### config.mk
export PLATFORM = sky130hd
export DESIGN_NAME = skl_mul
export DESIGN_NICKNAME = d
export VERILOG_FILES = /design/src/rtl/scalar_kalman_localizer_unit_macros.svh /design/src/rtl/skl_mul.sv
export SDC_FILE = /design/constraint.sdc
export NUM_CORES = 2
export LEC_CHECK = 0
export ABC_AREA = 0
export BUFFER_PORTS_ARGS = -buffer_cell sky130_fd_sc_hd__buf_2
export CAP_MARGIN = 20
export CORE_ASPECT_RATIO = 0.75
export CORE_MARGIN = 2
export CORE_UTILIZATION = 40
export DETAILED_ROUTE_END_ITERATION = 10
export GPL_TIMING_DRIVEN = 1
export SLEW_MARGIN = 5
export SYNTH_ARGS = -nofsm -noshare
export SYNTH_HDL_FRONTEND = slang
export SYNTH_SLANG_ARGS = --single-unit
### constraint.sdc
create_clock -name i_clk -period 9.8 [get_ports i_clk]
set_clock_uncertainty 0.2 [all_clocks]
set_input_delay 0.49 -clock i_clk [delete_from_list [all_inputs] [get_ports i_clk]]
set_output_delay 0.49 -clock i_clk [all_outputs]
set_load 0.02 [all_outputs]
### src/rtl/scalar_kalman_localizer_unit_macros.svh
// Assertion macros shared by the scalar Kalman localizer RTL
`ifndef SCALAR_KALMAN_LOCALIZER_UNIT_MACROS_SVH
`define SCALAR_KALMAN_LOCALIZER_UNIT_MACROS_SVH

// same-cycle implication, reset masked
`define SKL_ASSERT_IMP(lbl, ante, cons, msg) \
    lbl: assert property (@(posedge i_clk) disable iff (!i_rst_n) (ante) |-> (cons)) \
        else $error(msg);

// next-cycle implication, reset masked
`define SKL_ASSERT_NXT(lbl, ante, cons, msg) \
    lbl: assert property (@(posedge i_clk) disable iff (!i_rst_n) (ante) |=> (cons)) \
        else $error(msg);

`endif

### src/rtl/skl_mul.sv
// Shared 32x32 unsigned multiplier with registered product
module skl_mul (
    input  logic        i_clk,
    input  logic [31:0] i_a,
    input  logic [31:0] i_b,
    output logic [63:0] o_p
);
    logic [63:0] r_p;

    always_ff @(posedge i_clk) begin
        r_p <= {32'd0, i_a} * {32'd0, i_b};
    end

    assign o_p = r_p;
endmodule

==> metrics <==
Core ar. 85,870 um2; Netlist cell types 57; max FFs per register 64; first-pass GRT wire length 160,700 um; cell with the most instances after synthesis fa_1; EDFF count, synth 0; Max Fclk around 120 MHz; Final ANT Viol Nets 0; total grt overflow 0; Reg area 1281 um2; Slew Viols, Final 0; GRT Resource Usage Total 24.05%; crit end category flop; # IOs 129; Synth area leader fa_1; ys async rst share 0%; Synth top area share about half; Crit path arrival time 8560 ps; Die W roughly 340 um; final setup vio count 0; Post-synth top cells fa_1, inv_1, and2_1, nand2_1, ha_1; H-tree depth 3; deepest clock path buffer count 2; critical path startpoint i_b[26]; syn_nets 4,972; die height between 200 and 300 um; DRT Pass-1 Iters 5; Multi-input gate area 29,310 um2; Primary FF master, synth dfxtp_1; synthesis-to-finish area growth 4.864%; DP HPWL 82,130 um; final period utilization 86.34%; Starting Density 40.38%; initial DRC count 1,844; clock root buffer clkbuf_16; syn avg cell area between 9 and 10 um2; IO Port Bufs 128; post-CTS setup buffers 0; # resized after CTS 0; DR DRC count 0; post-layout worst setup margin about 1300 ps; largest net degree at the start of global routing 33; Hold Vio Cnt, Final 0; Worst-path clk slew 60 ps; die area roughly 90,000 um2; Critical Path RT around 10000 ps; RSZ-0062 raised after global routing false; warnings from Yosys 0; vias in the first global route 26,149; hold_buf cts 0; fillcell total 8,591; type of the worst setup path in2reg; final hold slack 593.4 ps; #FFs+latches synth 64; Worst Max-Slew Pin Slew approximately 960 ps; gp weighted congestion 0.8913; worst hold path startpoint i_b[0]; drt wl/cell 20.92 um; worst rel slew slack 35.95%; Synth area leaders fa_1, and2_1, ha_1, inv_1, nand2_1; TritonCTS Buffers 9; Max-cap violations 0; final WL 101,100 um; status completed; total clock sinks 64; CTS tree built; Critical Path Source Type input pin; Critical Path Fanout Max 32; final worst path period need 8462 ps; Worst Hold Class in2reg; Post-Synthesis Cells 3,748; vias ~24,000; Vias/cell 5.016; TNS Setup 0 ps; num rows 93; Mapped Area 34,680 um2; Setup WS pre-CTS 1049 ps; initial antenna violation count 8; Seq/Total Area, Yosys under 10%; share of layout cells above drive strength 1 under 10%; final net count 4,910
## logic make-up after synthesis
| logic type | after synthesis | synth area share [%] |
|---|---|---|
| simple gates | 1177 | 17.62 |
| mux | 1 | 0.02887 |
| compound gates | 202 | 4.153 |
| fa+ha+maj | 1159 | 61.22 |
| xor+xnor | 60 | 1.515 |
| buf+inv | 1085 | 11.77 |
| flops | 64 | 3.695 |
## worst max-delay path, cell delays in order
cell and delay (ps):
buf_2 630, nand2_1 180, fa_1 570, inv_1 50
fa_1 560, fa_1 640, fa_1 480, fa_1 530
fa_1 430, fa_1 520, inv_1 60, fa_1 500
inv_1 60, ha_1 420, nand4_1 260, or4_1 480
or3_1 350, a31oi_1 540, a31o_2 290, a211oi_1 110
o21ai_1 180, xor2_1 150
## area by class of cell
type / count / area share, %
Timing Repair Buffer: 147 / 2.154
Clock buffer: 10 / 0.6572
Multi-Input combinational cell: 2599 / 80.62
Sequential cell: 64 / 3.524
Tap cell: 1140 / 3.923
Antenna cell: 2 / 0.01376
Inverter: 865 / 8.929
Clock inverter: 6 / 0.1824
## final timing paths
kind	slack [ps]	end	cells after the start
worst max-delay path	1340	o_p[62]$_DFF_P_	22
worst min-delay path	590	o_p[0]$_DFF_P_	2
## layout by cell type, fill, tap and decap left out, types with 4 or more instances in the layout
cell type and instances:
inv_1 865, o21a_1 9, o21ai_1 5, clkbuf_16 9, and2_1 602, buf_4 19
xnor2_1 35, o21ai_0 21, a31oi_1 12, a21o_1 40, a221o_1 4, ha_1 263
nand3_1 10, nor2_1 20, nand2_1 480, nand4_1 23, dfxtp_1 64, and3_1 14
buf_2 128, fa_1 896, xor2_1 25, o21bai_1 10, a21oi_1 63, nor3_1 7
## per-layer routing
layer / vias up / wire length [um] / GRT usage [%]
li1: 10705 / - / -
met4: 8 / 1066 / 3.188
met5: - / 199 / 1.870
met3: 64 / 13920 / 10.59
met2: 1035 / 36930 / 30.15
met1: 12429 / 48990 / 37.82
## stage by stage
step	cells	util, %	area [um2]
final	4833	42.34	36360
after global routing	4833	42.34	36360
after CTS	4831	42.34	36360
after detailed placement	4815	41.98	36050
after global placement	4815	41.98	36050
after floorplan	3748	-	34680
Power is left out: the tool's default activity adds up to more than one toggle a clock period on the data nets, which glitch-free logic cannot reach.
