## src/rtl/scalar_kalman_localizer_unit_macros.svh

```systemverilog
// Assertion macros shared by the scalar Kalman localizer RTL
`ifndef SCALAR_KALMAN_LOCALIZER_UNIT_MACROS_SVH
`define SCALAR_KALMAN_LOCALIZER_UNIT_MACROS_SVH

// same-cycle implication, reset masked
`define SKL_ASSERT_IMP(lbl, ante, cons, msg) \
    lbl: assert property (@(posedge i_clk) disable iff (!i_rst_n) (ante) |-> (cons)) \
        else $error(msg);

// next-cycle implication, reset masked
`define SKL_ASSERT_NXT(lbl, ante, cons, msg) \
    lbl: assert property (@(posedge i_clk) disable iff (!i_rst_n) (ante) |=> (cons)) \
        else $error(msg);

`endif

```

## src/rtl/skl_sqrt.sv

```systemverilog
// Bit-serial integer square root of a 64-bit word, two radicand bits a cycle
module skl_sqrt (
    input  logic        i_clk,
    input  logic        i_rst_n,
    input  logic        i_start,
    input  logic [63:0] i_x,
    output logic        o_done,
    output logic [31:0] o_root
);
    logic        r_busy, n_busy;
    logic        r_done, n_done;
    logic [4:0]  r_cnt, n_cnt;
    logic [63:0] r_x, n_x;
    logic [35:0] r_rem, n_rem;
    logic [31:0] r_root, n_root;
    logic [35:0] sh;
    logic [35:0] trial;

    always_ff @(posedge i_clk) begin
        if (!i_rst_n) begin
            r_busy <= 1'b0;
            r_done <= 1'b0;
            r_cnt  <= '0;
        end else begin
            r_busy <= n_busy;
            r_done <= n_done;
            r_cnt  <= n_cnt;
        end
        r_x    <= n_x;
        r_rem  <= n_rem;
        r_root <= n_root;
    end

    always_comb begin
        n_busy = r_busy;
        n_done = 1'b0;
        n_cnt  = r_cnt;
        n_x    = r_x;
        n_rem  = r_rem;
        n_root = r_root;
        sh     = {r_rem[33:0], r_x[63:62]};
        trial  = {2'b00, r_root, 2'b01};
        if (i_start) begin
            n_busy = 1'b1;
            n_cnt  = 5'd31;
            n_x    = i_x;
            n_rem  = '0;
            n_root = '0;
        end else if (r_busy) begin
            n_x = {r_x[61:0], 2'b00};
            if (sh >= trial) begin
                n_rem  = sh - trial;
                n_root = {r_root[30:0], 1'b1};
            end else begin
                n_rem  = sh;
                n_root = {r_root[30:0], 1'b0};
            end
            n_cnt = r_cnt - 5'd1;
            if (r_cnt == 5'd0) begin
                n_busy = 1'b0;
                n_done = 1'b1;
            end
        end
    end

    assign o_done = r_done;
    assign o_root = r_root;
endmodule

```

## config.mk

```make
export PLATFORM = sky130hd
export DESIGN_NAME = skl_sqrt
export DESIGN_NICKNAME = d
export VERILOG_FILES = /design/src/rtl/scalar_kalman_localizer_unit_macros.svh /design/src/rtl/skl_sqrt.sv
export SDC_FILE = /design/constraint.sdc
export NUM_CORES = 1
export LEC_CHECK = 0
export BUFFER_PORTS_ARGS = -buffer_cell sky130_fd_sc_hd__buf_2
export CORE_MARGIN = 2
export CORE_UTILIZATION = 45
export DETAILED_ROUTE_END_ITERATION = 7
export GPL_TIMING_DRIVEN = 1
export PLACE_DENSITY_LB_ADDON = 0.08
export SETUP_SLACK_MARGIN = 0.05
export SYNTH_ARGS = -nofsm -noshare
export SYNTH_HDL_FRONTEND = slang
export SYNTH_SLANG_ARGS = --single-unit
```

## constraint.sdc

```tcl
create_clock -name i_clk -period 2.5 [get_ports i_clk]
set_input_delay 0.25 -clock i_clk [delete_from_list [all_inputs] [get_ports i_clk]]
set_output_delay 0.25 -clock i_clk [all_outputs]
set_load 0.1 [all_outputs]
```

==> flow_metrics.py, run 1 <==
metrics = {
    "outcome": {
        "status": "finished, violations left",
        "violations": "negative setup slack",
    },
    "floorplan": {
        "die_w_um": 133.0,
        "dieArea_um2": 17680,
        "ios": 100,
        "start_util_pct": 45.62,
        "row_count": 47,
        "die_y_um": 133.0,
        "core_area_um2": 16410,
    },
    "power_and_ir_drop": {
        "pwr-share-comb_pct": 67.7,
        "p_int_mw": 10.03,
        "sequentialPowerShare_pct": 17.3,
        "p_leak_nw": 4.480,
        "p_sw_mw": 6.920,
        "sw_frac_of_total_pct": 40.83,
        "vdd_drop_max_uv": 1103,
        "pwr-share-clk_pct": 14.9,
        "powerDensity_nw_per_um2": 1558,
    },
    "sta": {
        "finalCriticalPeriod_ns": 2.574,
        "setup_slack_ns": -0.07381,
        "report.final.setup_viol": 25,
        "fmax_mhz": 388.5,
        "slew_headroom_pct": 56.52,
        "final-hold-violation-count": 0,
        "worst_slew_pin_slew_ns": 0.6522,
        "fin_skew_ns": 0.009751,
        "slew_violations": 0,
        "finalCritPeriodShare_pct": 103.0,
        "rsz0062_at_grt": "yes",
    },
    "global_route": {
        "first_global_vias": 6222,
        "antenna_found_initial": 0,
        "grt_pass1_wl_um": 31060,
        "grt_max_degree": 49,
        "gr-usage-all-layers_pct": 21.85,
        "grt-ovfl-total": 0,
    },
    "route": {
        "vias": 6193,
        "vias_per_cell": 5.213,
        "dr.pass1.iters": 4,
        "routed_wl_um": 19170,
        "drc": 0,
        "drtIter0Drc": 376,
        "wl_per_cell_um": 16.13,
        "ant_nets": 0,
    },
    "placed_design": {
        "place_hpwl_um": 13030,
        "dpl_cell_area_um2": 9480,
        "dpl_worst_slack_ns": -0.1522,
        "globalplace.congestion": 0.8919,
        "dp.cells": 1133,
        "portBuffers": 99,
    },
    "critical_path": {
        "critPathKind": "flip-flop to flip-flop",
        "crit_top_cell": "buf_6",
        "r2r-end": "r_rem[30]",
        "endpoint": "r_rem[30]",
        "worstPathArrival_ns": 2.89,
        "worstReg2RegStart": "o_root[0]",
        "cp-startpoint": "o_root[0]",
        "crit_cells": 14,
        "critPathMaxStageDelay_ns": 0.36,
        "end_kind": "flip-flop",
        "cp_slowest_cell": "dfxtp_4",
        "start_kind": "flip-flop",
        "reg2reg_depth": 14,
        "required_ns": 2.82,
        "crit_buf_inv": 4,
        "path_max_fanout": 6,
        "crit_family": "compound AO/OA/AOI/OAI gates",
        "rrSetupSlack_ns": -0.07,
        "cp_cell_sequence": "inv_4 > ha_4 > nor2b_4 > o21ai_4 > a21oi_4 > o311ai_4 > nand3_2 > buf_6 > a211oi_4 > buf_6 > clkbuf_16 > nor3_2 > mux2i_1 > nand2_1",
    },
    "logic_synthesis": {
        "seq_area_frac_synth_pct": 45.20,
        "netlist_area_um2": 7485,
        "synth.distinct_cells": 61,
        "async_reset_ff_share_pct": 0,
        "synth_top_area_share_pct": 25.68,
        "synth_ff_type": "dfxtp_1",
        "synthCells": 736,
        "ys_ff_latch": 137,
        "synth_largest_area_cell": "edfxtp_1",
        "synthesis.nets": 839,
        "synth_area_leaders": "edfxtp_1, dfxtp_1, mux2_2",
        "synth.top_cells.by_count": "nor2_1, dfxtp_1, edfxtp_1, mux2_2, a21oi_1",
        "syn-mean-instance-area_um2": 10.17,
        "yosysMostFrequentCell": "nor2_1",
        "yosys_warnings": 0,
        "synth_edf_count": 64,
    },
    "layout": {
        "syn2layout_area_growth_pct": 45.35,
        "antenna_cells": 0,
        "fin_cells": 1188,
        "n_fill_cell": 1280,
        "fin_nets": 1058,
        "post-route-util_pct": 66.31,
        "post_route_cells_drive_above_1_share_pct": 53.00,
        "design_area_um2": 10880,
    },
    "clocking": {
        "cts_sinks": 137,
        "cts-root-buf": "clkbuf_16",
        "cts_buffer_depth": 2,
        "cts_tree": "done",
        "path_clk_slew_ns": 0.07,
        "cts_max_level": 4,
        "hold_buffers": 0,
        "insertion_delay_ns": 0.42,
        "cts_made_buffers": 17,
    },
    "run": {
        "cap_viol_max_count": 0,
    },
    "worst_hold_path": {
        "worstHoldPathType": "input port to flip-flop",
    },
}
-- power by group through the flow --
stage	combinational, mW	clock [mW]	sequential [mW]
floorplan	5.39	0	3.00
global placement	7.83	0	2.94
detailed placement	7.89	0	2.96
CTS	9.41	2.60	2.92
global route	12.2	2.70	2.97
finish	11.5	2.53	2.93
-- sequential cells by signal, summed over array words and instances, names as in the netlist --
register and cells:
r_rem 34, o_done 1, r_busy 1, o_root 32, r_cnt 5, r_x 64
-- timing repair --
action                                  CTS  global route
buffers inserted                         10             9
endpoints found under the setup margin   31            35
gates cloned                              3             2
gates resized for setup                  36            99
pin swaps                                22            52
-- placed cells by master (no fill, tap or decap), types with 12 or more instances in the layout --
master     Yosys  layout
buf_2          2      98
edfxtp_1      64      64
dfxtp_4        0      33
a21oi_2        1      20
xnor2_1       17      15
inv_1         46      25
a21oi_1       51      28
clkbuf_16      0      19
buf_4          3     113
mux2i_1       40      39
mux2_2        64      62
ha_4           0      25
nor2_1        84      71
dfxtp_1       73      37
inv_2          0      19
xor2_1        15      15
nand2_1       48      38
buf_6          0      12
-- stage by stage --
stage | power [mW] | hold slack [ns] | setup TNS, ns
CTS | 14.93 | 0.09656 | -0.6545
finish | 16.95 | 0.1102 | -0.8489
detailed placement | 10.85 | 0.5038 | -1.134
floorplan | 8.389 | 0.4476 | -0.06245
global placement | 10.77 | 0.4949 | -0.5298
global route | 17.91 | 0.1057 | -4.549
-- logic make-up (layout without fill, tap and decap cells) --
logic type	count (synthesis)	count (layout)	synth area share, %
AOI/OAI and AO/OA	158	158	14.48
muxes	104	104	14.98
adders and majority gates	36	36	6.018
and+or+nand+nor	192	192	11.53
DFF	137	137	45.20
buffers and inverters	77	309	4.045
xor gates and xnor gates	32	32	3.745
-- worst min path at each step --
stage / start / to / slack (ns) / cells after the start
floorplan: i_rst_n / r_busy / 0.45 / 2
global placement: r_rem[21] / r_rem[21] / 0.49 / 2
detailed placement: r_rem[21] / r_rem[21] / 0.50 / 2
CTS: i_x[0] / r_x[0] / 0.1 / 2
global route: i_x[0] / r_x[0] / 0.11 / 2
finish: i_x[0] / r_x[0] / 0.11 / 2
-- layer usage --
layer | vias to the layer above | wire length, um | GRT usage, %
li1 | 3098 | - | -
met1 | 2949 | 8500 | 28.28
met2 | 124 | 9554 | 36.33
met3 | 22 | 865 | 5.326
met4 | 0 | 244 | 6.571
met5 | - | 0 | 0
-- area by class of cell --
| cell class | count | area, um2 | area share (%) |
|---|---|---|---|
| tap | 220 | 275.3 | 2.530 |
| timing repair buffer | 231 | 1659 | 15.25 |
| clock buffer | 18 | 429.2 | 3.945 |
| multi-input combinational | 522 | 4666 | 42.89 |
| sequential | 137 | 3511 | 32.27 |
| clock inverter | 14 | 161.4 | 1.484 |
| inverter | 46 | 177.7 | 1.633 |
Power figures use the tool's default switching activity.
==> run 2: changes to the inputs <==
--- a/config.mk
+++ b/config.mk
@@ -8,6 +8,7 @@
 export BUFFER_PORTS_ARGS = -buffer_cell sky130_fd_sc_hd__buf_2
 export CORE_MARGIN = 2
 export CORE_UTILIZATION = 45
+export CTS_BUF_LIST = sky130_fd_sc_hd__clkbuf_8
 export DETAILED_ROUTE_END_ITERATION = 7
 export GPL_TIMING_DRIVEN = 1
 export PLACE_DENSITY_LB_ADDON = 0.08
==> flow_metrics.py, run 2 (same netlist as run 1, synthesis figures left out) <==
metrics = {
    "sta": {
        "setup_slack_ns": -0.08601,
        "fin_skew_ns": 0.01710,
        "finalCriticalPeriod_ns": 2.586,
        "final-hold-violation-count": 0,
        "slew_headroom_pct": 56.60,
        "fmax_mhz": 386.7,
        "worst_slew_pin_slew_ns": 0.6510,
        "rsz0062_at_grt": "yes",
        "report.final.setup_viol": 19,
        "slew_violations": 0,
        "totalNegativeSetupSlack_ns": -0.8242,
        "finalCritPeriodShare_pct": 103.4,
        "fin_hold_ws_ns": 0.07994,
    },
    "layout": {
        "post-route-util_pct": 64.67,
        "final_common_cell": "buf_4",
        "fin_cells": 1189,
        "post_route_cells_drive_above_1_share_pct": 52.22,
        "syn2layout_area_growth_pct": 41.76,
        "mostFrequentLayoutCells": "buf_4, buf_2, nor2_1, edfxtp_1, mux2_2",
        "largest_reg_flops": 64,
        "design_area_um2": 10610,
        "antenna_cells": 0,
        "fin_nets": 1059,
        "n_fill_cell": 1345,
        "largest-register": "r_x",
    },
    "clocking": {
        "path_clk_slew_ns": 0.08,
        "cts_made_buffers": 17,
        "cts_buffer_depth": 2,
        "cts-root-buf": "clkbuf_8",
        "cts_max_level": 4,
        "cts_tree": "done",
        "cts_sinks": 137,
        "insertion_delay_ns": 0.46,
    },
    "floorplan": {
        "core_area_um2": 16410,
        "die_w_um": 133.0,
        "ios": 100,
        "die_y_um": 133.0,
        "start_util_pct": 45.62,
        "dieArea_um2": 17680,
        "row_count": 47,
    },
    "placed_design": {
        "globalplace.congestion": 0.8919,
        "dpl_cell_area_um2": 9480,
        "place_hpwl_um": 13030,
        "portBuffers": 99,
        "dpl_worst_slack_ns": -0.1522,
        "dp.cells": 1133,
    },
    "route": {
        "vias": 6245,
        "routed_wl_um": 18890,
        "drtIter0Drc": 288,
        "ant_nets": 0,
        "wl_per_cell_um": 15.89,
        "vias_per_cell": 5.252,
        "drc": 0,
        "dr.pass1.iters": 5,
    },
    "outcome": {
        "violations": "negative setup slack",
        "status": "finished, violations left",
    },
    "critical_path": {
        "worstReg2RegStart": "o_root[0]",
        "start_kind": "flip-flop",
        "path_max_fanout": 6,
        "required_ns": 2.82,
        "end_kind": "flip-flop",
        "critPathKind": "flip-flop to flip-flop",
        "cp-startpoint": "o_root[0]",
        "worstPathArrival_ns": 2.91,
    },
    "global_route": {
        "first_global_vias": 6228,
        "met1_usage_pct": 28.06,
        "grt_pass1_wl_um": 30820,
        "gr-usage-all-layers_pct": 21.71,
        "antenna_found_initial": 0,
        "grt_use_met2_pct": 36.07,
        "met3_usage_pct": 5.134,
        "grt_max_degree": 49,
        "grt.busiest_layer": "met2",
        "grt-ovfl-total": 0,
    },
    "power_and_ir_drop": {
        "vdd_drop_max_uv": 954.8,
        "power_mw": 15.92,
        "powerDensity_nw_per_um2": 1500,
        "p_leak_nw": 4.381,
    },
    "run": {
        "cap_viol_max_count": 0,
    },
    "worst_hold_path": {
        "min-delay-start": "i_x[0]",
        "worstHoldPathType": "input port to flip-flop",
    },
}
## run 2: cell count changes in the layout (fill, tap and decap cells not counted), sizes merged
| cell | delta |
|---|---|
| inv | +1 |
| clkbuf | -1 |
| buf | +1 |
## run 2: path summary, 6_finish.rpt
check               end  slack [ns]  cells after the start
max            r_rem[5]       -0.09                     14
min              r_x[0]        0.08                      2
max reg2reg    r_rem[5]       -0.09                     14
min reg2reg  o_root[15]        0.51                      2
## run 2: power by group
group / total (mW) / internal (mW) / switching, mW
clock network: 1.87 / 0.906 / 0.966
logic: 11.1 / 5.70 / 5.41
registers: 2.93 / 2.67 / 0.259
## run 2: critical path: stages, from the launching register on
cell and delay (ns):
dfxtp_4 0.36, inv_4 0.04, ha_4 0.21, nor2b_4 0.14, o21ai_4 0.17, a21oi_4 0.09, o311ai_4 0.25, nand3_2 0.14
buf_6 0.15, a211oi_4 0.29, buf_6 0.20, clkbuf_16 0.18, nor2_4 0.03, a21oi_2 0.12, a211oi_2 0.08
## run 2: final cells by class
type / count / area, um2 / share of cell area (%)
Clock buffer: 17 / 234.0 / 2.205
Clock inverter: 15 / 165.2 / 1.557
Inverter: 46 / 175.2 / 1.651
Multi-Input combinational cell: 522 / 4589 / 43.25
Sequential cell: 137 / 3511 / 33.09
Tap cell: 220 / 275.3 / 2.594
Timing Repair Buffer: 232 / 1660 / 15.65
## run 2: metal layers
metal | up-vias | share of wire [%]
li1 | 3102 | -
met1 | 2947 | 44
met2 | 157 | 49
met3 | 39 | 4.8
met4 | 0 | 2.0
met5 | - | 0
## run 2: what timing repair did
action / in CTS / in global routing
cloned: 3 / 2
resized for setup: 36 / 78
setup buffers: 9 / 11
endpoints found under the setup margin: 33 / 35
hold buffers: 0 / 0
pin swaps: 19 / 42
