--- src/rtl/scalar_kalman_localizer_unit_macros.svh ---
// Assertion macros shared by the scalar Kalman localizer RTL
`ifndef SCALAR_KALMAN_LOCALIZER_UNIT_MACROS_SVH
`define SCALAR_KALMAN_LOCALIZER_UNIT_MACROS_SVH

// same-cycle implication, reset masked
`define SKL_ASSERT_IMP(lbl, ante, cons, msg) \
    lbl: assert property (@(posedge i_clk) disable iff (!i_rst_n) (ante) |-> (cons)) \
        else $error(msg);

// next-cycle implication, reset masked
`define SKL_ASSERT_NXT(lbl, ante, cons, msg) \
    lbl: assert property (@(posedge i_clk) disable iff (!i_rst_n) (ante) |=> (cons)) \
        else $error(msg);

`endif

--- src/rtl/skl_div.sv ---
// Radix-2 restoring divider: floor(num * 2^32 / den) for num < den
module skl_div (
    input  logic        i_clk,
    input  logic        i_rst_n,
    input  logic        i_start,
    input  logic [63:0] i_num,
    input  logic [63:0] i_den,
    output logic        o_done,
    output logic [31:0] o_quot
);
    logic        r_busy, n_busy;
    logic [4:0]  r_cnt, n_cnt;
    logic [63:0] r_rem, n_rem;
    logic [63:0] r_den, n_den;
    logic [31:0] r_q, n_q;
    logic        r_done, n_done;
    logic [63:0] sh;
    logic        take;

    always_ff @(posedge i_clk) begin
        if (!i_rst_n) begin
            r_busy <= 1'b0;
            r_done <= 1'b0;
            r_cnt  <= '0;
        end else begin
            r_busy <= n_busy;
            r_done <= n_done;
            r_cnt  <= n_cnt;
        end
        r_rem <= n_rem;
        r_den <= n_den;
        r_q   <= n_q;
    end

    always_comb begin
        n_busy = r_busy;
        n_done = 1'b0;
        n_cnt  = r_cnt;
        n_rem  = r_rem;
        n_den  = r_den;
        n_q    = r_q;
        sh     = {r_rem[62:0], 1'b0};
        take   = r_rem[63] || (sh >= r_den);
        if (i_start) begin
            n_busy = 1'b1;
            n_cnt  = 5'd31;
            n_rem  = i_num;
            n_den  = i_den;
            n_q    = '0;
        end else if (r_busy) begin
            n_rem = take ? sh - r_den : sh;
            n_q   = {r_q[30:0], take};
            n_cnt = r_cnt - 5'd1;
            if (r_cnt == 5'd0) begin
                n_busy = 1'b0;
                n_done = 1'b1;
            end
        end
    end

    assign o_done = r_done;
    assign o_quot = r_q;

    `include "scalar_kalman_localizer_unit_macros.svh"
    `SKL_ASSERT_IMP(a_div_done_idle, r_done, !r_busy, "divider done while busy")
    `SKL_ASSERT_NXT(a_div_start_busy, i_start, r_busy, "divider did not start")
    `SKL_ASSERT_NXT(a_div_finish, r_busy && r_cnt == 5'd0 && !i_start, r_done,
        "divider missed done")
endmodule

--- config.mk ---
export PLATFORM = sky130hd
export DESIGN_NAME = skl_div
export DESIGN_NICKNAME = d
export VERILOG_FILES = /design/src/rtl/skl_div.sv
export VERILOG_INCLUDE_DIRS = /design/src /design/src/rtl
export SDC_FILE = /design/constraint.sdc
export NUM_CORES = 1
export LEC_CHECK = 0
export BUFFER_PORTS_ARGS = -buffer_cell sky130_fd_sc_hd__buf_2
export CORE_ASPECT_RATIO = 1.25
export CORE_MARGIN = 1.5
export CORE_UTILIZATION = 56
export CTS_BUF_LIST = sky130_fd_sc_hd__clkbuf_2
export DETAILED_ROUTE_END_ITERATION = 7
export PLACE_DENSITY = 0.77
export SETUP_SLACK_MARGIN = 0.5
export SLEW_MARGIN = 5
export SYNTH_ARGS = -nofsm -noshare
export SYNTH_HDL_FRONTEND = slang
export SYNTH_SLANG_ARGS = --single-unit
--- constraint.sdc ---
create_clock -name i_clk -period 5.6 [get_ports i_clk]
set_input_delay 1.12 -clock i_clk [delete_from_list [all_inputs] [get_ports i_clk]]
set_output_delay 1.12 -clock i_clk [all_outputs]
set_load 0.01 [all_outputs]
==> results of run 1 <==
==> registers in the layout (all words and copies together), names as in the netlist <==
register and count:
r_cnt 5, o_quot 32, r_rem 64, r_busy 1, o_done 1, r_den 64
==> synthesized netlist by cell type, types with 7 or more instances <==
cell      instances
a21oi_1         114
and3_1            9
a31oi_1          12
o21a_1           20
nor3_1           15
o21ai_0          33
nand3_1          16
o211ai_1         12
xnor2_1          36
mux2i_1          34
nor2_1          101
a21o_1           31
a211oi_1         19
a21boi_0          8
mux2_2           16
clkbuf_1         40
inv_1            90
nand2_1         100
nand4_1          19
o21bai_1         11
dfxtp_1          39
o31ai_1          10
edfxtp_1        128
xor2_1           21
buf_2            13
ha_1             66
or3_1             9
nor2b_1           7
o21ai_1          44
==> metrics by stage <==
| step | util, % | std cells | power [W] |
|---|---|---|---|
| 3_3_place_gp | 62.19 | 1487 | 0.004014 |
| 3_5_place_dp | 62.19 | 1487 | 0.004051 |
| 5_1_grt | 63.76 | 1520 | 0.005138 |
| 6_report | 63.76 | 1520 | 0.004789 |
| 2_1_floorplan | - | 1142 | 0.003534 |
| 4_1_cts | 63.74 | 1519 | 0.004781 |
==> worst register-to-register path: cells and delay by family, from the launching register on <==
family	cells	cell delay (ns)
buffers and inverters	1	0.44
adders and majority gates	1	0.50
AOI/OAI and AO/OA	9	2.43
DFF	1	0.52
and+or+nand+nor	1	0.10
==> per-layer routing <==
metal	vias to the layer above	global-route usage, %
met5	-	0
met4	0	11.06
met3	73	4.079
met2	308	44.55
met1	4102	31.20
li1	4406	-
==> cell type report <==
| cell class | count | area, um2 |
|---|---|---|
| repair buffers | 171 | 882.1 |
| inverters | 90 | 337.8 |
| fillers | 1551 | 6780 |
| clock inverters | 15 | 206.4 |
| multi-input cells | 827 | 5498 |
| flip-flops and latches | 167 | 4626 |
| well taps | 232 | 290.3 |
| clock buffers | 17 | 85.08 |
| diodes | 1 | 2.502 |
==> cell families (layout without fill, tap and decap cells) <==
family / count (synthesis) / count (layout) / share of synthesized area, %
AND/OR/NAND/NOR: 303 / 303 / 12.94
AO/OA/AOI/OAI: 349 / 349 / 20.86
buffers and inverters: 148 / 293 / 5.384
adder cells (fa/ha/maj): 67 / 67 / 7.912
other: 0 / 1 / 0
multiplexers: 51 / 51 / 4.974
flip-flops: 167 / 167 / 43.26
XOR/XNOR: 57 / 57 / 4.670
==> worst paths after layout <==
kind / endpoint / slack (ns) / cells after the start
worst max-delay path: r_rem[39] / 1.41 / 12
worst max register to register: r_rem[39] / 1.41 / 12
worst min-delay path: r_den[55] / 0.42 / 1
worst min register to register: o_quot[28] / 0.52 / 2
==> power by group <==
group          switching (W)  total [W]  internal (W)
sequential          0.000111    0.00170       0.00158
combinational        0.00141    0.00237      0.000964
clock               0.000552   0.000722      0.000170
total                0.00207    0.00479       0.00272
==> impl_metrics.py, run 1 <==
metrics = {
    "outcome": {
        "status": "finished, final reports clean",
    },
    "detailed_routing": {
        "wl_per_cell_um": 16.57,
        "m1WireLength_um": 10530,
        "top_layer_used": "met4",
        "wl_met3_um": 1454,
        "drt_first_iter_violations": 679,
        "dr_total_vias": 8889,
        "met2_length_um": 12420,
        "routed_wl_um": 25180,
        "via_per_inst": 5.848,
        "postRouteAntennaNets": 0,
        "drcViolationCount": 0,
        "drt_first_pass_iters": 8,
    },
    "logic_synthesis": {
        "synth_edf_count": 128,
        "postSynthCellCount": 1142,
        "ys_ff_latch": 167,
        "syn_nets": 1340,
        "synth.top_cells.by_area": "edfxtp_1 36%, ha_1 7.7%, dfxtp_1 7.3%, a21oi_1 5.3%, nor2_1 3.5%",
        "syn_avg_cell_area_um2": 9.361,
        "synthesis.area_mm2": 0.01069,
        "ys_seq_area_share_pct": 43.26,
        "synth_top_area_share_pct": 35.96,
        "async_reset_ff_share_pct": 0,
        "synth_warnings": 0,
        "synth_flop_cell": "edfxtp_1",
        "yosysTopAreaCell": "edfxtp_1",
        "ys_types": 69,
    },
    "clocking": {
        "clk_path_buf_depth": 2,
        "clk_pin_slew_ns": 0.34,
        "clk_latency_ns": 0.83,
        "cts_sinks": 167,
        "cts-root-buf": "clkbuf_2",
        "cts_tree": "done",
        "htreeDepth": 4,
        "post_cts_resized": 0,
        "ctsHoldBuffers": 0,
        "cts_inserted_buffers": 17,
        "post_cts_buffers": 0,
    },
    "timing": {
        "timing.setup.tns_ns": 0,
        "slew_viol_final": 0,
        "fmax_mhz": 238.4,
        "fin_crit_sh_pct": 74.91,
        "slew-limit-headroom_pct": 27.64,
        "finalClockSkew_ns": 0.05285,
        "timing.final.crit_period_ns": 4.195,
        "whs_ns": 0.4212,
        "setup_viol": 0,
        "setup_ws_ns": 1.405,
        "rsz0062_at_grt": "false",
        "tightestPinTransition_ns": 1.085,
        "hold_viol": 0,
    },
    "placement": {
        "post_dp_cell_area_mm2": 0.01163,
        "hpwl_um": 18630,
        "numPortBuffers": 163,
        "place_ws_ns": 1.490,
        "gp_congestion": 0.9550,
    },
    "critical_path": {
        "cp.required_ns": 6.20,
        "slowest_delay_ns": 0.52,
        "startpoint_type": "flip-flop",
        "slowest_stage": "edfxtp_1",
        "critPathLaunch": "r_rem[0]",
        "crit_chain": "fa_1 > a21o_1 > a311o_1 > a21oi_1 > o21ai_1 > a211oi_1 > o2111a_1 > o31a_4 > buf_4 > nor2_1 > a211oi_1 > a21oi_1",
        "critPathTopFamily": "compound AO/OA/AOI/OAI gates",
        "crit_type": "reg2reg",
        "crit_buf_inv": 1,
        "crit_fanout": 44,
        "arrival_ns": 4.80,
        "regToRegStartpoint": "r_rem[0]",
        "cp-end-kind": "flip-flop",
    },
    "finish": {
        "syn_to_final_growth_pct": 11.58,
        "final_common_cell": "buf_2",
        "post-route-cell-area_mm2": 0.01193,
        "drive_above_1_share_pct": 18.18,
        "mostFrequentLayoutCells": "162 x buf_2, 128 x edfxtp_1, 114 x a21oi_1, 101 x nor2_1, 100 x nand2_1",
        "fin_nets": 1472,
    },
    "floorplanning": {
        "design.core.area_mm2": 0.01871,
        "initial_utilization_pct": 57.14,
        "ioPinCount": 164,
        "die_y_um": 157.5,
        "rows": 56,
        "dieWidth_um": 126.6,
        "die_area_mm2": 0.01993,
    },
    "global_route": {
        "grt-ovfl-total": 0,
        "grt_max_degree": 78,
        "antenna_found_initial": 1,
        "grt_pass1_wl_um": 40460,
        "gr-usage-all-layers_pct": 25.49,
        "grt_pass1_vias": 8553,
    },
    "power": {
        "p_per_area_mw_per_mm2": 401.5,
        "leakagePower_nw": 5.144,
        "ir_drop_mv": 0.2118,
    },
    "run": {
        "maxCapViolations": 0,
    },
    "hold_path": {
        "hp-class": "in2reg",
        "hp-start": "i_den[55]",
    },
}
(Power assumes the default switching activity.)
==> inputs of run 2 (changes only) <==
==> constraint.sdc (replaced) <==
create_clock -name i_clk -period 4.01 [get_ports i_clk]
set_input_delay 0.802 -clock i_clk [delete_from_list [all_inputs] [get_ports i_clk]]
set_output_delay 0.802 -clock i_clk [all_outputs]
set_load 0.01 [all_outputs]
==> run 2 against run 1 <==
Net effect: critical path depth decreased by 1; routed wire length grew 5.2%; design area increased by 5.2%; clock power rose by 51%; die area is the same; sequential power increased by 40%; utilization is 3.3 points higher; critical path type unchanged.
==> impl_metrics.py, run 2 (synthesized netlist as in run 1, its figures left out) <==
metrics = {
    "hold_path": {
        "hp-class": "in2reg",
    },
    "critical_path": {
        "arrival_ns": 4.07,
        "crit_type": "reg2reg",
        "startpoint_type": "flip-flop",
        "cp-end-kind": "flip-flop",
        "crit_chain": "ha_4 > nand4_4 > or4_1 > a211o_1 > a31oi_4 > a21oi_4 > o31ai_4 > a31oi_4 > o31ai_4 > xor2_1 > a221o_1",
        "crit_buf_inv": 0,
        "cp.required_ns": 4.65,
        "critPathTopFamily": "compound AO/OA/AOI/OAI gates",
        "crit_fanout": 4,
        "slowest_stage": "edfxtp_1",
        "slowest_delay_ns": 0.52,
    },
    "detailed_routing": {
        "dr_total_vias": 9155,
        "routed_wl_um": 26500,
        "wl_per_cell_um": 17.13,
        "drcViolationCount": 0,
        "drt_first_pass_iters": 5,
        "drt_first_iter_violations": 658,
        "via_per_inst": 5.918,
        "postRouteAntennaNets": 0,
    },
    "outcome": {
        "status": "finished, final reports clean",
    },
    "clocking": {
        "clk_path_buf_depth": 2,
        "cts_sinks": 167,
        "cts_tree": "done",
        "cts_inserted_buffers": 17,
        "cts-root-buf": "clkbuf_2",
        "clk_pin_slew_ns": 0.35,
        "clk_latency_ns": 0.82,
        "htreeDepth": 4,
        "ctsHoldBuffers": 0,
    },
    "floorplanning": {
        "die_area_mm2": 0.01993,
        "rows": 56,
        "die_y_um": 157.5,
        "design.core.area_mm2": 0.01871,
        "ioPinCount": 164,
        "initial_utilization_pct": 57.14,
        "dieWidth_um": 126.6,
    },
    "finish": {
        "mostFrequentLayoutCells": "162 x buf_2, 128 x edfxtp_1, 112 x a21oi_1, 100 x nor2_1, 99 x nand2_1",
        "syn_to_final_growth_pct": 17.37,
        "drive_above_1_share_pct": 22.37,
        "fin_nets": 1499,
        "final_common_cell": "buf_2",
    },
    "timing": {
        "setup_ws_ns": 0.5856,
        "slew-limit-headroom_pct": 43.25,
        "hold_viol": 0,
        "slew_viol_final": 0,
        "rsz0062_at_grt": "false",
        "finalClockSkew_ns": 0.03993,
        "setup_viol": 0,
        "timing.final.crit_period_ns": 3.424,
        "tightestPinTransition_ns": 0.8500,
        "timing.setup.tns_ns": 0,
        "fmax_mhz": 292.0,
        "fin_crit_sh_pct": 85.40,
    },
    "global_route": {
        "grt_pass1_wl_um": 41710,
        "grt_pass1_vias": 8746,
        "grt_max_degree": 91,
        "antenna_found_initial": 1,
        "grt-ovfl-total": 0,
        "gr-usage-all-layers_pct": 26.18,
    },
    "placement": {
        "place_ws_ns": 0.2298,
        "hpwl_um": 18760,
        "gp_congestion": 0.9225,
        "numPortBuffers": 163,
    },
    "run": {
        "maxCapViolations": 0,
    },
    "power": {
        "leakagePower_nw": 5.363,
        "ir_drop_mv": 0.3110,
        "p_per_area_mw_per_mm2": 578.3,
    },
}
==> run 2: changes by cell type in the layout (fill, tap and decap cells not counted), moves of 5 or more <==
cell      previous run  this run
buf_12               0         5
buf_4                8        26
clkinv_8             7         2
ha_1                66        51
ha_2                 0         5
ha_4                 0        10
inv_12               3         9
==> run 2: cell type report <==
| class | count | area [um2] |
|---|---|---|
| tap | 232 | 290.3 |
| clock buffer | 17 | 85.08 |
| sequential | 167 | 4626 |
| clock inverter | 15 | 221.5 |
| multi-input combinational | 827 | 5773 |
| fill | 1542 | 6161 |
| inverter | 90 | 337.8 |
| timing repair buffer | 198 | 1211 |
| antenna | 1 | 2.502 |
==> run 2: path summary, 6_finish.rpt <==
| check | startpoint | to | slack [ns] | cells after the start |
|---|---|---|---|---|
| worst max-delay path | r_rem[13] | r_rem[59] | 0.59 | 11 |
| worst min-delay path | i_den[53] | r_den[53] | 0.12 | 1 |
| worst max register to register | r_rem[13] | r_rem[59] | 0.59 | 11 |
| worst min register to register | o_quot[7] | o_quot[8] | 0.53 | 2 |
==> run 2: stage by stage <==
step	hold WS, ns	cell area, um2	total power [W]	utilization (%)	instances
3_5_place_dp	0.4934	11760	0.005749	62.84	1495
4_1_cts	0.08619	12320	0.007034	65.88	1536
5_1_grt	0.02351	12550	0.007731	67.07	1547
3_3_place_gp	0.4739	11760	0.005706	62.84	1495
2_1_floorplan	0.5163	10690	0.004936	-	1142
6_report	0.1237	12550	0.007256	67.07	1547
==> run 2: metal layers <==
layer / share of wire, % / vias to the layer above / wire length, um / track usage, %
li1: - / 4464 / - / -
met1: 41 / 4271 / 10950 / 31.35
met2: 50 / 353 / 13300 / 46.55
met3: 5.2 / 67 / 1390 / 4.385
met4: 3.2 / 0 / 860 / 11.11
met5: 0 / - / 0 / 0
==> run 2: repair_timing <==
item	CTS	global route
resized for setup	27	23
pin swaps	10	11
cloned	1	2
setup endpoints to repair	52	53
setup buffers	8	8
==> run 2: worst register-to-register path, cell delays in order (launching register included) <==
cell and delay, ns:
edfxtp_1 0.52, ha_4 0.32, nand4_4 0.12, or4_1 0.49
a211o_1 0.35, a31oi_4 0.24, a21oi_4 0.11, o31ai_4 0.27
a31oi_4 0.20, o31ai_4 0.24, xor2_1 0.10, a221o_1 0.32
==> run 2: where the power goes <==
part           switching, W  total (W)  internal (W)
sequential         0.000164    0.00238       0.00222
clock              0.000821    0.00109      0.000271
combinational       0.00214    0.00378       0.00165
==> inputs of run 3 (changes only) <==
--- a/config.mk
+++ b/config.mk
@@ -12,7 +12,7 @@
 export CORE_UTILIZATION = 56
 export CTS_BUF_LIST = sky130_fd_sc_hd__clkbuf_2
 export DETAILED_ROUTE_END_ITERATION = 7
-export PLACE_DENSITY = 0.77
+export PLACE_DENSITY = 0.8
 export SETUP_SLACK_MARGIN = 0.5
 export SLEW_MARGIN = 5
 export SYNTH_ARGS = -nofsm -noshare
==> run 3 against run 2 <==
Net effect: global-route usage up 1.8 points; flip-flop and latch count unchanged; die area unchanged; non-clock buffer count up 25; total power increased by 3.0%; sequential power is essentially flat; largest cell class unchanged; highest routed layer unchanged.
==> impl_metrics.py, run 3 (synthesized netlist as in run 1, its figures left out) <==
metrics = {
    "placement": {
        "hpwl_um": 19490,
        "gp_congestion": 0.9676,
        "numPortBuffers": 163,
    },
    "global_route": {
        "antenna_found_initial": 2,
        "gr-usage-all-layers_pct": 28.02,
        "grt_max_degree": 68,
        "grt_pass1_vias": 9212,
        "grt-ovfl-total": 0,
        "busiest_layer": "met2",
        "use_met3_pct": 5.269,
        "met2_usage_pct": 48.66,
        "grt_pass1_wl_um": 44130,
        "met1_usage_pct": 32.49,
    },
    "outcome": {
        "status": "finished, final reports clean",
    },
    "detailed_routing": {
        "routed_wl_um": 28480,
        "drt_first_iter_violations": 686,
        "drcViolationCount": 0,
        "drt_first_pass_iters": 6,
        "via_per_inst": 5.999,
        "wl_per_cell_um": 18.09,
        "dr_total_vias": 9442,
        "postRouteAntennaNets": 0,
    },
    "floorplanning": {
        "design.core.area_mm2": 0.01871,
        "die_area_mm2": 0.01993,
        "ioPinCount": 164,
        "initial_utilization_pct": 57.14,
        "rows": 56,
        "dieWidth_um": 126.6,
        "die_y_um": 157.5,
    },
    "clocking": {
        "clk_path_buf_depth": 2,
        "cts_tree": "done",
        "clk_latency_ns": 0.82,
        "cts-root-buf": "clkbuf_2",
        "clk_pin_slew_ns": 0.33,
        "cts_inserted_buffers": 17,
        "cts_sinks": 167,
        "htreeDepth": 4,
        "ctsHoldBuffers": 0,
    },
    "finish": {
        "fin_util_pct": 68.60,
        "drive_above_1_share_pct": 24.93,
        "final_common_cell": "buf_2",
        "fin_nets": 1525,
        "fillCellCount": 1472,
        "mostFrequentLayoutCells": "162 x buf_2, 128 x edfxtp_1, 107 x a21oi_1, 100 x nor2_1, 98 x nand2_1",
        "syn_to_final_growth_pct": 20.05,
    },
    "timing": {
        "slew_viol_final": 0,
        "timing.final.crit_period_ns": 3.484,
        "fin_crit_sh_pct": 86.88,
        "fmax_mhz": 287.0,
        "setup_viol": 0,
        "whs_ns": 0.1134,
        "tightestPinTransition_ns": 0.7112,
        "finalClockSkew_ns": 0.04433,
        "hold_viol": 0,
        "slew-limit-headroom_pct": 52.58,
        "timing.setup.tns_ns": 0,
        "rsz0062_at_grt": "true",
    },
    "power": {
        "leakagePower_nw": 5.474,
        "power_w": 0.007472,
        "p_per_area_mw_per_mm2": 582.2,
        "ir_drop_mv": 0.2921,
    },
    "critical_path": {
        "endpoint": "r_rem[59]",
        "r2r_slack_ns": 0.53,
        "arrival_ns": 4.08,
        "crit_type": "reg2reg",
        "cp-end-kind": "flip-flop",
        "crit_fanout": 6,
        "rr_endpoint": "r_rem[59]",
        "regToRegStartpoint": "r_rem[11]",
        "critPathLaunch": "r_rem[11]",
        "startpoint_type": "flip-flop",
        "r2r_cells": 11,
        "cp.required_ns": 4.61,
    },
    "run": {
        "maxCapViolations": 0,
    },
    "hold_path": {
        "hp-class": "in2reg",
    },
}
-- run 3: cell count changes in the layout (fill, tap and decap cells not counted), moves of 3 or more --
cell	change
buf_4	+25
ha_4	+3
inv_12	-6
o21ai_1	-3
a21oi_1	-5
clkinv_8	+4
a21oi_2	+5
-- run 3: cell type report --
class | instances | area, um2 | share of cell area (%)
Clock inverter | 15 | 203.9 | 1.589
Clock buffer | 17 | 85.08 | 0.6630
Inverter | 90 | 337.8 | 2.632
Timing Repair Buffer | 223 | 1405 | 10.95
Tap cell | 232 | 290.3 | 2.262
Multi-Input combinational cell | 828 | 5881 | 45.82
Antenna cell | 2 | 5.005 | 0.03900
Sequential cell | 167 | 4626 | 36.04
-- run 3: what timing repair did --
item,in CTS,in global routing
hold endpoints to repair,0,0
gates resized for setup,35,26
setup buffers,22,21
gates cloned,1,4
pin swaps,18,20
endpoints found under the setup margin,63,61
-- run 3: critical path: stages (launching register included) --
cell	delay [ns]
edfxtp_1	0.51
ha_4	0.33
nand4_1	0.16
or4_1	0.43
a211o_1	0.29
a31oi_4	0.32
a21oi_4	0.11
o31ai_4	0.28
a31oi_4	0.20
o31ai_4	0.22
xor2_1	0.10
a221o_1	0.32
-- run 3: worst min path at each step --
stage               startpoint          to  depth (start not counted)
floorplan            o_quot[0]   o_quot[0]                          2
global placement    o_quot[31]  o_quot[31]                          2
detailed placement  o_quot[31]  o_quot[31]                          2
CTS                  i_den[18]   r_den[18]                          1
global route          i_den[9]    r_den[9]                          1
finish               i_den[18]   r_den[18]                          1
-- run 3: power by group --
group | internal (W) | total, W | switching [W]
clock | 0.000240 | 0.00102 | 0.000782
sequential | 0.00222 | 0.00239 | 0.000171
combinational | 0.00179 | 0.00406 | 0.00227
total | 0.00424 | 0.00747 | 0.00323
-- run 3: routing by layer --
metal | part of all wire, % | wire [um] | vias to the layer above
met1 | 40 | 11280 | 4388
met4 | 4.9 | 1382 | 0
li1 | - | - | 4532
met2 | 50 | 14210 | 409
met5 | 0 | 0 | -
met3 | 5.6 | 1603 | 113
-- run 3: metrics by stage --
step	area, um2	cells	worst slack [ns]
6_report	12830	1574	0.5260
5_1_grt	12830	1574	0.4264
4_1_cts	12440	1547	0.5018
3_5_place_dp	11750	1492	0.1271
3_3_place_gp	11740	1492	0.2444
2_1_floorplan	10690	1142	0.6863
